`src/hw/rtl/srfp_pkg.sv`:
```
package srfp_pkg;

  // Largest number of data bytes taken from one reply.
  localparam int unsigned MaxData = 16;
  // Width of the data byte counters; they must hold MaxData itself.
  localparam int unsigned CntW = $clog2(MaxData + 1);

  // Field widths of the result beat.
  localparam int unsigned IndexW = 4;
  localparam int unsigned CountW = 5;

  // Frame constants.
  localparam logic [7:0] HeaderByte  = 8'hFF;
  localparam logic [7:0] LenOverhead = 8'd2;

  // Input operation codes.
  typedef enum logic {
    OpArm  = 1'b0,
    OpByte = 1'b1
  } op_e;

  // Result kinds.
  typedef enum logic {
    KindData = 1'b0,
    KindDone = 1'b1
  } kind_e;

  // One result beat.
  typedef struct packed {
    kind_e              kind;
    logic [7:0]         data_value;
    logic [IndexW-1:0]  data_index;
    logic [7:0]         frame_id;
    logic [7:0]         servo_status;
    logic               checksum_ok;
    logic [CountW-1:0]  data_count;
  } result_t;

endpackage

```
`src/hw/rtl/servo_reply_frame_parser_unit.sv`:
```
// An accepted input beat waits in the input register, and its result beat, if any, is
// offered from the result register. Throughput: one input beat per cycle unless a stalled
// result holds a beat that gives one; the input and result registers each hold one beat.
// Reset (rst_ni low, asynchronous) empties both registers and returns the parser
// to waiting for the first header with no echo bytes pending.
module servo_reply_frame_parser_unit
  import srfp_pkg::*;
(
  input  logic              clk_i,
  input  logic              rst_ni,
  input  logic              in_valid_i,
  output logic              in_ready_o,
  input  logic              operation_i,
  input  logic [7:0]        byte_value_i,
  input  logic [7:0]        echo_length_i,
  output logic              out_valid_o,
  input  logic              out_ready_i,
  output logic              kind_o,
  output logic [7:0]        data_value_o,
  output logic [IndexW-1:0] data_index_o,
  output logic [7:0]        frame_id_o,
  output logic [7:0]        servo_status_o,
  output logic              checksum_ok_o,
  output logic [CountW-1:0] data_count_o
);

  logic       in_vld_q, in_vld_d;
  logic       op_q;
  logic [7:0] byte_q;
  logic [7:0] echo_q;
  logic       in_fire;
  logic       advance;
  logic       res_valid;
  logic       out_space;
  result_t    res;
  result_t    out_res;

  // A held beat moves on unless it yields a result and the output is full.
  assign advance    = in_vld_q && (!res_valid || out_space);
  assign in_ready_o = !in_vld_q || advance;
  assign in_fire    = in_valid_i && in_ready_o;

  always_comb begin
    in_vld_d = in_vld_q;
    if (in_fire) begin
      in_vld_d = 1'b1;
    end else if (advance) begin
      in_vld_d = 1'b0;
    end
  end

  always_ff @(posedge clk_i or negedge rst_ni) begin
    if (!rst_ni) begin
      in_vld_q <= 1'b0;
    end else begin
      in_vld_q <= in_vld_d;
    end
  end

  // Input payload register.
  always_ff @(posedge clk_i) begin
    if (in_fire) begin
      op_q   <= operation_i;
      byte_q <= byte_value_i;
      echo_q <= echo_length_i;
    end
  end

  srfp_parser u_parser (
    .clk_i         (clk_i),
    .rst_ni        (rst_ni),
    .step_i        (advance),
    .operation_i   (op_q),
    .byte_value_i  (byte_q),
    .echo_length_i (echo_q),
    .res_valid_o   (res_valid),
    .result_o      (res)
  );

  srfp_out_reg u_out_reg (
    .clk_i    (clk_i),
    .rst_ni   (rst_ni),
    .load_i   (advance && res_valid),
    .result_i (res),
    .space_o  (out_space),
    .valid_o  (out_valid_o),
    .ready_i  (out_ready_i),
    .result_o (out_res)
  );

  // Result fields onto their own ports.
  assign kind_o         = out_res.kind;
  assign data_value_o   = out_res.data_value;
  assign data_index_o   = out_res.data_index;
  assign frame_id_o     = out_res.frame_id;
  assign servo_status_o = out_res.servo_status;
  assign checksum_ok_o  = out_res.checksum_ok;
  assign data_count_o   = out_res.data_count;

endmodule

```
`src/hw/rtl/srfp_parser.sv`:
```
module srfp_parser
  import srfp_pkg::*;
(
  input  logic       clk_i,
  input  logic       rst_ni,
  input  logic       step_i,
  input  logic       operation_i,
  input  logic [7:0] byte_value_i,
  input  logic [7:0] echo_length_i,
  output logic       res_valid_o,
  output result_t    result_o
);

  // One-hot parser phases.
  typedef enum logic [6:0] {
    PhH1   = 7'b0000001,
    PhH2   = 7'b0000010,
    PhId   = 7'b0000100,
    PhLen  = 7'b0001000,
    PhErr  = 7'b0010000,
    PhData = 7'b0100000,
    PhCsum = 7'b1000000
  } phase_e;

  phase_e          phase_q, phase_d;
  logic [7:0]      echo_q, echo_d;
  logic [7:0]      id_q, id_d;
  logic [7:0]      len_q, len_d;
  logic [7:0]      status_q, status_d;
  logic [7:0]      sum_q, sum_d;
  logic [CntW-1:0] expected_q, expected_d;
  logic [CntW-1:0] received_q, received_d;

  logic [7:0]      data_len;
  logic [CntW-1:0] received_inc;

  // Data length from the LEN byte, floored at zero and clamped to the buffer.
  always_comb begin
    data_len = (len_q >= LenOverhead) ? (len_q - LenOverhead) : 8'd0;
    if (data_len > 8'(MaxData)) begin
      data_len = 8'(MaxData);
    end
  end

  assign received_inc = received_q + CntW'(1);

  // Next state and result for the beat being processed.
  always_comb begin
    phase_d     = phase_q;
    echo_d      = echo_q;
    id_d        = id_q;
    len_d       = len_q;
    status_d    = status_q;
    sum_d       = sum_q;
    expected_d  = expected_q;
    received_d  = received_q;
    res_valid_o = 1'b0;
    result_o    = '0;

    if (operation_i == OpArm) begin
      // Arm: load the echo count and restart the frame parser.
      echo_d     = echo_length_i;
      phase_d    = PhH1;
      expected_d = '0;
      received_d = '0;
    end else if (echo_q != 8'd0) begin
      // Our own transmitted bytes come back first; drop them.
      echo_d = echo_q - 8'd1;
    end else begin
      case (phase_q)
        PhH2: begin
          phase_d = (byte_value_i == HeaderByte) ? PhId : PhH1;
        end
        PhId: begin
          id_d    = byte_value_i;
          sum_d   = byte_value_i;
          phase_d = PhLen;
        end
        PhLen: begin
          len_d   = byte_value_i;
          sum_d   = sum_q + byte_value_i;
          phase_d = PhErr;
        end
        PhErr: begin
          status_d   = byte_value_i;
          sum_d      = sum_q + byte_value_i;
          received_d = '0;
          expected_d = CntW'(data_len);
          phase_d    = (data_len != 8'd0) ? PhData : PhCsum;
        end
        PhData: begin
          sum_d                = sum_q + byte_value_i;
          res_valid_o          = 1'b1;
          result_o.kind        = KindData;
          result_o.data_value  = byte_value_i;
          result_o.data_index  = IndexW'(received_q);
          received_d           = received_inc;
          if (received_inc >= expected_q) begin
            phase_d = PhCsum;
          end
        end
        PhCsum: begin
          res_valid_o           = 1'b1;
          result_o.kind         = KindDone;
          result_o.frame_id     = id_q;
          result_o.servo_status = status_q;
          result_o.checksum_ok  = (byte_value_i == ~sum_q);
          result_o.data_count   = CountW'(expected_q);
          phase_d               = PhH1;
        end
        default: begin
          // Waiting for the first header; unknown codes behave the same.
          phase_d = (byte_value_i == HeaderByte) ? PhH2 : PhH1;
        end
      endcase
    end
  end

  // Parser state advances only when a beat is processed.
  always_ff @(posedge clk_i or negedge rst_ni) begin
    if (!rst_ni) begin
      phase_q    <= PhH1;
      echo_q     <= '0;
      id_q       <= '0;
      len_q      <= '0;
      status_q   <= '0;
      sum_q      <= '0;
      expected_q <= '0;
      received_q <= '0;
    end else if (step_i) begin
      phase_q    <= phase_d;
      echo_q     <= echo_d;
      id_q       <= id_d;
      len_q      <= len_d;
      status_q   <= status_d;
      sum_q      <= sum_d;
      expected_q <= expected_d;
      received_q <= received_d;
    end
  end

  // An arm beat restarts the parser with the given echo count.
  a_arm_restarts: assert property (@(posedge clk_i) disable iff (!rst_ni)
    (step_i && operation_i == OpArm) |=>
      (phase_q == PhH1 && echo_q == $past(echo_length_i)))
    else $error("arm beat did not restart the parser");

  // While taking data the count never reaches the expected length.
  a_data_count: assert property (@(posedge clk_i) disable iff (!rst_ni)
    (phase_q == PhData) |-> (received_q < expected_q))
    else $error("data phase with all data already received");

  // No result comes out while echo bytes are still being dropped.
  a_no_result_in_echo: assert property (@(posedge clk_i) disable iff (!rst_ni)
    res_valid_o |-> (echo_q == 8'd0 && operation_i == OpByte))
    else $error("result produced during echo or arm");

endmodule

```
`src/hw/rtl/srfp_out_reg.sv`:
```
module srfp_out_reg
  import srfp_pkg::*;
(
  input  logic    clk_i,
  input  logic    rst_ni,
  input  logic    load_i,
  input  result_t result_i,
  output logic    space_o,
  output logic    valid_o,
  input  logic    ready_i,
  output result_t result_o
);

  logic    valid_q, valid_d;
  result_t result_q;

  // The register can take a new beat when empty or being drained.
  assign space_o = !valid_q || ready_i;

  always_comb begin
    valid_d = valid_q;
    if (load_i) begin
      valid_d = 1'b1;
    end else if (ready_i) begin
      valid_d = 1'b0;
    end
  end

  always_ff @(posedge clk_i or negedge rst_ni) begin
    if (!rst_ni) begin
      valid_q <= 1'b0;
    end else begin
      valid_q <= valid_d;
    end
  end

  // Payload needs no reset.
  always_ff @(posedge clk_i) begin
    if (load_i) begin
      result_q <= result_i;
    end
  end

  assign valid_o  = valid_q;
  assign result_o = result_q;

endmodule
```
`config.mk`:
```
export PLATFORM = sky130hd
export DESIGN_NAME = servo_reply_frame_parser_unit
export DESIGN_NICKNAME = d
export VERILOG_FILES = /design/src/hw/rtl/srfp_pkg.sv /design/src/hw/rtl/servo_reply_frame_parser_unit.sv /design/src/hw/rtl/srfp_parser.sv /design/src/hw/rtl/srfp_out_reg.sv
export SDC_FILE = /design/constraint.sdc
export NUM_CORES = 1
export LEC_CHECK = 0
export BUFFER_PORTS_ARGS = -buffer_cell sky130_fd_sc_hd__buf_2
export CAP_MARGIN = 20
export CORE_UTILIZATION = 50
export CTS_CLUSTER_SIZE = 8
export DETAILED_ROUTE_END_ITERATION = 12
export PLACE_DENSITY = 0.7
export RECOVER_POWER = 100
export SYNTH_ARGS = -nofsm -noshare
export SYNTH_HDL_FRONTEND = slang
export SYNTH_SLANG_ARGS = --single-unit
```
`constraint.sdc`:
```
create_clock -name clk_i -period 9 [get_ports clk_i]
set_clock_uncertainty 0.2 [all_clocks]
set_input_delay 0 -clock clk_i [delete_from_list [all_inputs] [get_ports clk_i]]
set_output_delay 0 -clock clk_i [all_outputs]
set_load 0.02 [all_outputs]
```
==> results of run 1 <==
cell families (layout without fill, tap and decap cells):
kind of cell	Yosys count	after routing
fa+ha+maj	16	16
simple gates	147	147
buf+inv	34	118
flops	111	111
mux	30	30
xor+xnor	12	12
compound gates	84	84
critical path: stages (launching register included):
cell      delay (ps)
dfrtp_1          430
or4_4            550
or4b_4           530
a211oi_1        1390
a21boi_0         270
nor2_1            60
a311oi_1         260
layer usage:
layer  global-route usage  wire length (µm)
met4               0.0796               180
met5                    0                 0
met3               0.0340               398
met1                0.271              4730
met2                0.315              4790
final cells by class:
type / count / area (µm²)
Clock buffer: 9 / 124
Tap cell: 133 / 166
Clock inverter: 7 / 77.6
Sequential cell: 111 / 3040
Multi-Input combinational cell: 289 / 2000
Timing Repair Buffer: 82 / 462
Inverter: 20 / 75.1
Fill cell: 871 / 3970
metrics by stage:
step	power (µW)	std cells	hold WS, ps	worst slack (ps)	utilization
3_3_place_gp	629	615	-24.0	5990	0.568
2_1_floorplan	607	434	-496	3280	-
6_report	925	651	120	5210	0.600
3_5_place_dp	632	615	-21.9	5820	0.568
5_1_grt	961	651	114	4750	0.600
4_1_cts	929	651	114	5830	0.608
cells in the final DEF, fill, tap and decap left out, types with 4 or more instances in the layout:
cell type / count
mux2_2: 24
xor2_1: 6
nor2_1: 27
clkbuf_8: 9
a21o_1: 6
dlygate4sd3_1: 20
o31ai_1: 5
and2_0: 23
inv_1: 20
clkbuf_1: 41
dfrtp_1: 58
nand4_1: 7
mux2i_1: 6
and2_1: 7
a21oi_1: 22
edfxtp_1: 52
nand2_1: 24
nand3_1: 10
ha_1: 15
o21ai_0: 18
nor2b_1: 11
buf_2: 20
nand4b_1: 4
o2bb2ai_1: 4
xnor2_1: 6
nor3_1: 15
nor3b_1: 4
how the worst min path moves through the flow:
stage                          start        end  slack (ps)  cells after the start
finish              echo_length_i[4]  echo_q[4]         120                      2
global route        echo_length_i[5]  echo_q[5]         110                      2
CTS                 echo_length_i[7]  echo_q[7]         110                      2
detailed placement   byte_value_i[1]  byte_q[1]         -20                      1
global placement     byte_value_i[0]  byte_q[0]         -20                      1
floorplan                     rst_ni   in_vld_q        -500                      0
registers in the layout (all words and copies together), names as in the netlist:
signal and count:
byte_q 8, echo_q 8, in_vld_q 1, op_q 1, u_out_reg.result_o 35, u_out_reg.valid_o 1, u_parser.echo_q 8, u_parser.expected_q 5
u_parser.id_q 8, u_parser.len_q 8, u_parser.phase_q 7, u_parser.received_q 5, u_parser.status_q 8, u_parser.sum_q 8
power by group through the flow:
stage	clock network (µW)	registers [µW]	logic, µW
5_1_grt	321	565	75.2
3_5_place_dp	0	572	59.2
2_1_floorplan	0	564	43.0
4_1_cts	301	562	66.4
3_3_place_gp	0	572	57.2
6_report	297	562	65.8
==> flow_summary_export.csv, run 1 <==
group,metric,value,unit
power_and_ir_drop,leakage,0.00228,µW
synthesis,synthXorXnorAreaFrac,0.0203,
synthesis,async_flop_share,0.532,
final_layout,layout.nets,550,
cts,postCtsSetupRepairBufs,0,
synthesis,yosys.cell_types.count,56,
power_and_ir_drop,peakVddDrop,0.103,mV
worst_setup_path,required,9070,ps
worst_setup_path,reg2reg_depth,6,
worst_setup_path,rrSetupSlack,5210,ps
floorplan,start_util,0.523,
global_routing,grt_use_total,0.198,
power_and_ir_drop,clkPwrFrac,0.321,
cts,cts.sinks,111,
place,globalplace.congestion,0.854,
drt,wl_per_cell,15.5,µm
cts,worstSkewPairLatency,380,ps
run_status,violations,"max-capacitance violations, max-slew violations",
sta,drv_slew,77,
synthesis,synth_flop_cell,"dfrtp_1",
place,dpl.hpwl,6650,µm
cts,cts_buffers,9,
synthesis,syn_area_per_cell,11.9,µm²
cts,cts_root_buf,"clkbuf_8",
worst_setup_path,startpoint_type,"flip-flop",
place,io_buffers,57,
floorplan,die_h,104,µm
power_and_ir_drop,p_int,684,µW
sta,worst_pin_slew,3280,ps
synthesis,synth_mux_area_frac,0.0637,
synthesis,syn_inst,434,
final_layout,final_cell_area,5940,µm²
sta,rsz0062_at_grt,"no",
synthesis,synth_area,5180,µm²
floorplan,core_area,9910,µm²
drt,ant_nets,0,
drt,drt_iter0_drc,176,
run,cap_violations,2,
cts,cts_max_level,3,
cts,cts_resized,0,
cts,cts.reportedPaths.clkPinSlew,110,ps
synthesis,synth.area.top_cells,"edfxtp_1 (30%), dfrtp_1 (28%), mux2_2 (5.2%)",
power_and_ir_drop,pwr-share-comb,0.071,
synthesis,yosys.area_share.simple,0.154,
sta,hold_viol,0,
drt,firstDrtPassIters,4,
synthesis,yosysWarnings,0,
synthesis,yosys_register_bits,111,
floorplan,ioPinCount,58,
synthesis,ys_top_cells_by_count,"dfrtp_1 (58), edfxtp_1 (52), and2_1 (30)",
global_routing,grt_pass1_wl,16900,µm
final_layout,syn2layout_area_growth,14.6,%
cts,holdBufCountCts,20,
sta,setup_tns,0,ps
floorplan,row_count,36,
synthesis,yosysTopAreaCell,"edfxtp_1",
global_routing,grt-ovfl-total,0,
worst_setup_path,cp.arrival,3860,ps
worst_setup_path,endpoint_kind,"flip-flop",
global_routing,antenna_found_initial,0,
drt,vias,3571,
floorplan,fp.dieW,104,µm
worst_setup_path,startpoint,"u_parser.phase_q[1]",
final_layout,drive_above_1_share,0.131,
power_and_ir_drop,swShare,0.261,
drt,via_per_inst,5.49,
sta,fmax,264,MHz
worst_setup_path,regToRegEndpoint,"u_parser.sum_q[7]",
synthesis,synthesis.nets,471,
synthesis,synth_edf_count,52,
cts,clockBufferDepth,2,
synthesis,synth_most_common_cell,"dfrtp_1",
drt,routed_wl,10100,µm
global_routing,grt_start_max_net_pins,60,
synthesis,synth-compound-area-share,0.111,
synthesis,ys_seq_area_frac,0.586,
run_status,status,"finished with violations",
min_path,hp-class,"in -> reg",
sta,slew_headroom,-1.19,
synthesis,synth_fa_ha_area_frac,0.0401,
worst_setup_path,endpoint,"u_parser.sum_q[7]",
worst_setup_path,path_max_fanout,16,
worst_setup_path,criticalPathCategory,"reg -> reg",
power_and_ir_drop,powerDensity,156,nW/µm²
sta,finalCritPeriodShare,0.421,
worst_setup_path,r2r_start,"u_parser.phase_q[1]",
synthesis,synth_top_family_by_area,"simple AND/OR/NAND/NOR gates",
sta,period_needed,3790,ps
place,dpl-instance-area,5630,µm²
floorplan,dieArea,10800,µm²
synthesis,synth_top_area_share,0.301,
global_routing,grt_pass1_vias,3571,
sta,setup_viol,0,
power_and_ir_drop,seqPwrFrac,0.608,
power_and_ir_drop,p_sw,241,µW
final_layout,n_antenna_cell,0,
drt,drc,0,
cts,cts_tree,"yes",
(Power assumes the default switching activity.)
==> inputs of run 2 (changes only) <==
--- a/config.mk
+++ b/config.mk
@@ -5,12 +5,13 @@
 export SDC_FILE = /design/constraint.sdc
 export NUM_CORES = 1
 export LEC_CHECK = 0
+export ABC_AREA = 1
 export BUFFER_PORTS_ARGS = -buffer_cell sky130_fd_sc_hd__buf_2
 export CAP_MARGIN = 20
 export CORE_UTILIZATION = 50
 export CTS_CLUSTER_SIZE = 8
 export DETAILED_ROUTE_END_ITERATION = 12
-export PLACE_DENSITY = 0.7
+export PLACE_DENSITY = 0.72
 export RECOVER_POWER = 100
 export SYNTH_ARGS = -nofsm -noshare
 export SYNTH_HDL_FRONTEND = slang
==> constraint.sdc (replaced) <==
create_clock -name clk_i -period 3.22 [get_ports clk_i]
set_clock_uncertainty 0.2 [all_clocks]
set_input_delay 0 -clock clk_i [delete_from_list [all_inputs] [get_ports clk_i]]
set_output_delay 0 -clock clk_i [all_outputs]
set_load 0.02 [all_outputs]
==> run 2 against run 1 <==
Net effect: the flow still finishes with violations (max-capacitance violations, max-slew violations); synthesized area up 3.8%; sequential power rose to 2.8 times the previous value; sequential share of layout area down 1.9 points; sequential cell count unchanged; clock-buffer cell count unchanged; non-clock buffer count up 3; critical endpoint is now in_vld_q; largest power group unchanged; hold slack better by 8.9 ps; cell count up 28%; design area up 3.9%; highest routed layer unchanged.
==> flow_summary_export.csv, run 2 <==
group,metric,value,unit
cts,cts_root_buf,"clkbuf_8",
sta,hold_viol,0,
drt,vias,4202,
power_and_ir_drop,leakage,0.00278,µW
synthesis,syn_inst,608,
cts,worstSkewPairLatency,380,ps
sta,worst_slack,367,ps
floorplan,fp.dieW,106,µm
cts,cts_max_level,3,
worst_setup_path,criticalPathCategory,"reg -> reg",
cts,postCtsSetupRepairBufs,0,
run,cap_violations,1,
cts,cts.sinks,111,
final_layout,seq_area,3040,µm²
cts,clockBufferDepth,2,
cts,cts_buffers,9,
global_routing,grtUsageMet1,0.294,
final_layout,final_common_cell,"nand2_1",
sta,worst_pin_slew,1860,ps
place,place_ws,488,ps
synthesis,synth_edf_count,52,
drt,drt_iter0_drc,185,
drt,routed_wl,11300,µm
final_layout,layout.nets,730,
synthesis,yosys.cell_types.count,34,
drt,via_per_inst,5.04,
cts,cts.reportedPaths.clkPinSlew,110,ps
place,globalplace.congestion,0.890,
drt,firstDrtPassIters,5,
sta,drv_slew,32,
sta,period_needed,2850,ps
global_routing,use_met2,0.354,
drt,wl_per_cell,13.6,µm
drt,ant_nets,0,
sta,setup_viol,0,
min_path,hp-class,"in -> reg",
worst_setup_path,required,3330,ps
final_layout,largest_reg_flops,35,
sta,rsz0062_at_grt,"no",
synthesis,synth_flop_cell,"dfrtp_1",
sta,finalCritPeriodShare,0.886,
global_routing,antenna_found_initial,0,
cts,holdBufCountCts,21,
worst_setup_path,rrSetupSlack,370,ps
synthesis,synth_area,5380,µm²
global_routing,grt_pass1_wl,18800,µm
drt,drc,0,
run_status,status,"finished with violations",
cts,cts_resized,0,
sta,setup_tns,0,ps
synthesis,syn_area_per_cell,8.85,µm²
global_routing,grt_start_max_net_pins,36,
global_routing,use_met3,0.0284,
floorplan,ioPinCount,58,
synthesis,synth.area.top_cells,"edfxtp_1 (29%), dfrtp_1 (27%), nand2_1 (9.4%)",
worst_setup_path,path_max_fanout,13,
global_routing,grt_use_total,0.217,
synthesis,yosys_register_bits,111,
worst_setup_path,endpoint_kind,"flip-flop",
global_routing,grt_pass1_vias,4080,
floorplan,row_count,37,
final_layout,fill_cells,926,
final_layout,n_antenna_cell,0,
sta,fmax,350,MHz
place,io_buffers,57,
place,dpl.hpwl,7840,µm
floorplan,dieArea,11200,µm²
sta,slew_headroom,-0.238,
synthesis,synth_most_common_cell,"nand2_1",
final_layout,drive_above_1_share,0.0645,
global_routing,top_usage_layer,"met2",
synthesis,synth_top_area_share,0.290,
global_routing,grt-ovfl-total,0,
cts,cts_tree,"yes",
power_and_ir_drop,peakVddDrop,0.298,mV
synthesis,yosysWarnings,0,
power_and_ir_drop,powerDensity,451,nW/µm²
worst_setup_path,cp.arrival,2960,ps
synthesis,synthesis.nets,645,
final_layout,most-common-layout-cells,"nand2_1 (137), inv_1 (105), nor2_1 (79)",
floorplan,die_h,106,µm
power_and_ir_drop,p_total,2790,µW
worst_setup_path,startpoint_type,"flip-flop",
final_layout,multi_input_area,1850,µm²
synthesis,ys_seq_area_frac,0.565,
final_layout,syn2layout_area_growth,14.7,%
synthesis,ys_top_cells_by_count,"nand2_1 (135), inv_1 (105), nor2_1 (78)",
synthesis,async_flop_share,0.532,
run_status,violations,"max-capacitance violations, max-slew violations",
floorplan,core_area,10400,µm²
synthesis,yosysTopAreaCell,"edfxtp_1",
floorplan,start_util,0.519,
==> run 2: final timing paths <==
| kind | depth (start not counted) | to | startpoint |
|---|---|---|---|
| min in group asynchronous | 2 | u_parser.id_q[2] | rst_ni |
| min | 2 | echo_q[7] | echo_length_i[7] |
| max in group asynchronous | 3 | u_parser.expected_q[2] | rst_ni |
| min reg2reg | 2 | u_parser.sum_q[3] | u_parser.sum_q[3] |
| max reg2reg | 11 | in_vld_q | u_parser.echo_q[0] |
| max | 11 | in_vld_q | u_parser.echo_q[0] |
==> run 2: routing by layer <==
layer  vias to the layer above  share of wire
li1                       2115              -
met1                      1959           0.47
met2                       112           0.47
met3                        16          0.046
met4                         0          0.019
met5                         -              0
==> run 2: cells by family (layout without fill, tap and decap cells) <==
logic type / count (synthesis) / in the layout / share of synthesized area
and+or+nand+nor: 270 / 270 / 0.211
buffers and inverters: 117 / 207 / 0.0867
DFF: 111 / 111 / 0.565
AOI/OAI and AO/OA: 85 / 85 / 0.0848
adders and majority gates: 16 / 16 / 0.0386
xor gates and xnor gates: 9 / 9 / 0.0146
==> run 2: area by class of cell <==
type / instances / share of cell area
sequential: 111 / 0.492
clock inverter: 7 / 0.0168
timing repair buffer: 85 / 0.0790
multi-input combinational: 380 / 0.300
clock buffer: 9 / 0.0201
tap: 136 / 0.0276
inverter: 106 / 0.0648
==> run 2: per-stage QoR <==
step                      cells   util  cell area [µm²]  hold WS, ps
after floorplan             608      -             5380         -496
after global placement      797  0.562             5820        -91.1
final                       834  0.596             6180          129
after global routing        834  0.596             6180          120
after detailed placement    797  0.562             5820        -85.3
after CTS                   834  0.604             6260         46.2
==> run 2: critical path, cell delays in order (launching register included) <==
cell           delay (ps)
dfrtp_1               400
inv_1                  90
ha_1                  210
nand2_2               120
nor3_4                330
inv_1                 100
nor2_1                130
inv_1                 270
a21oi_1               260
nand2_1                90
nand2_1                60
dlygate4sd3_1         540
==> run 2: where the power goes <==
| group | switching (µW) | internal [µW] |
|---|---|---|
| sequential | 47.7 | 1530 |
| clock | 504 | 450 |
| combinational | 157 | 102 |
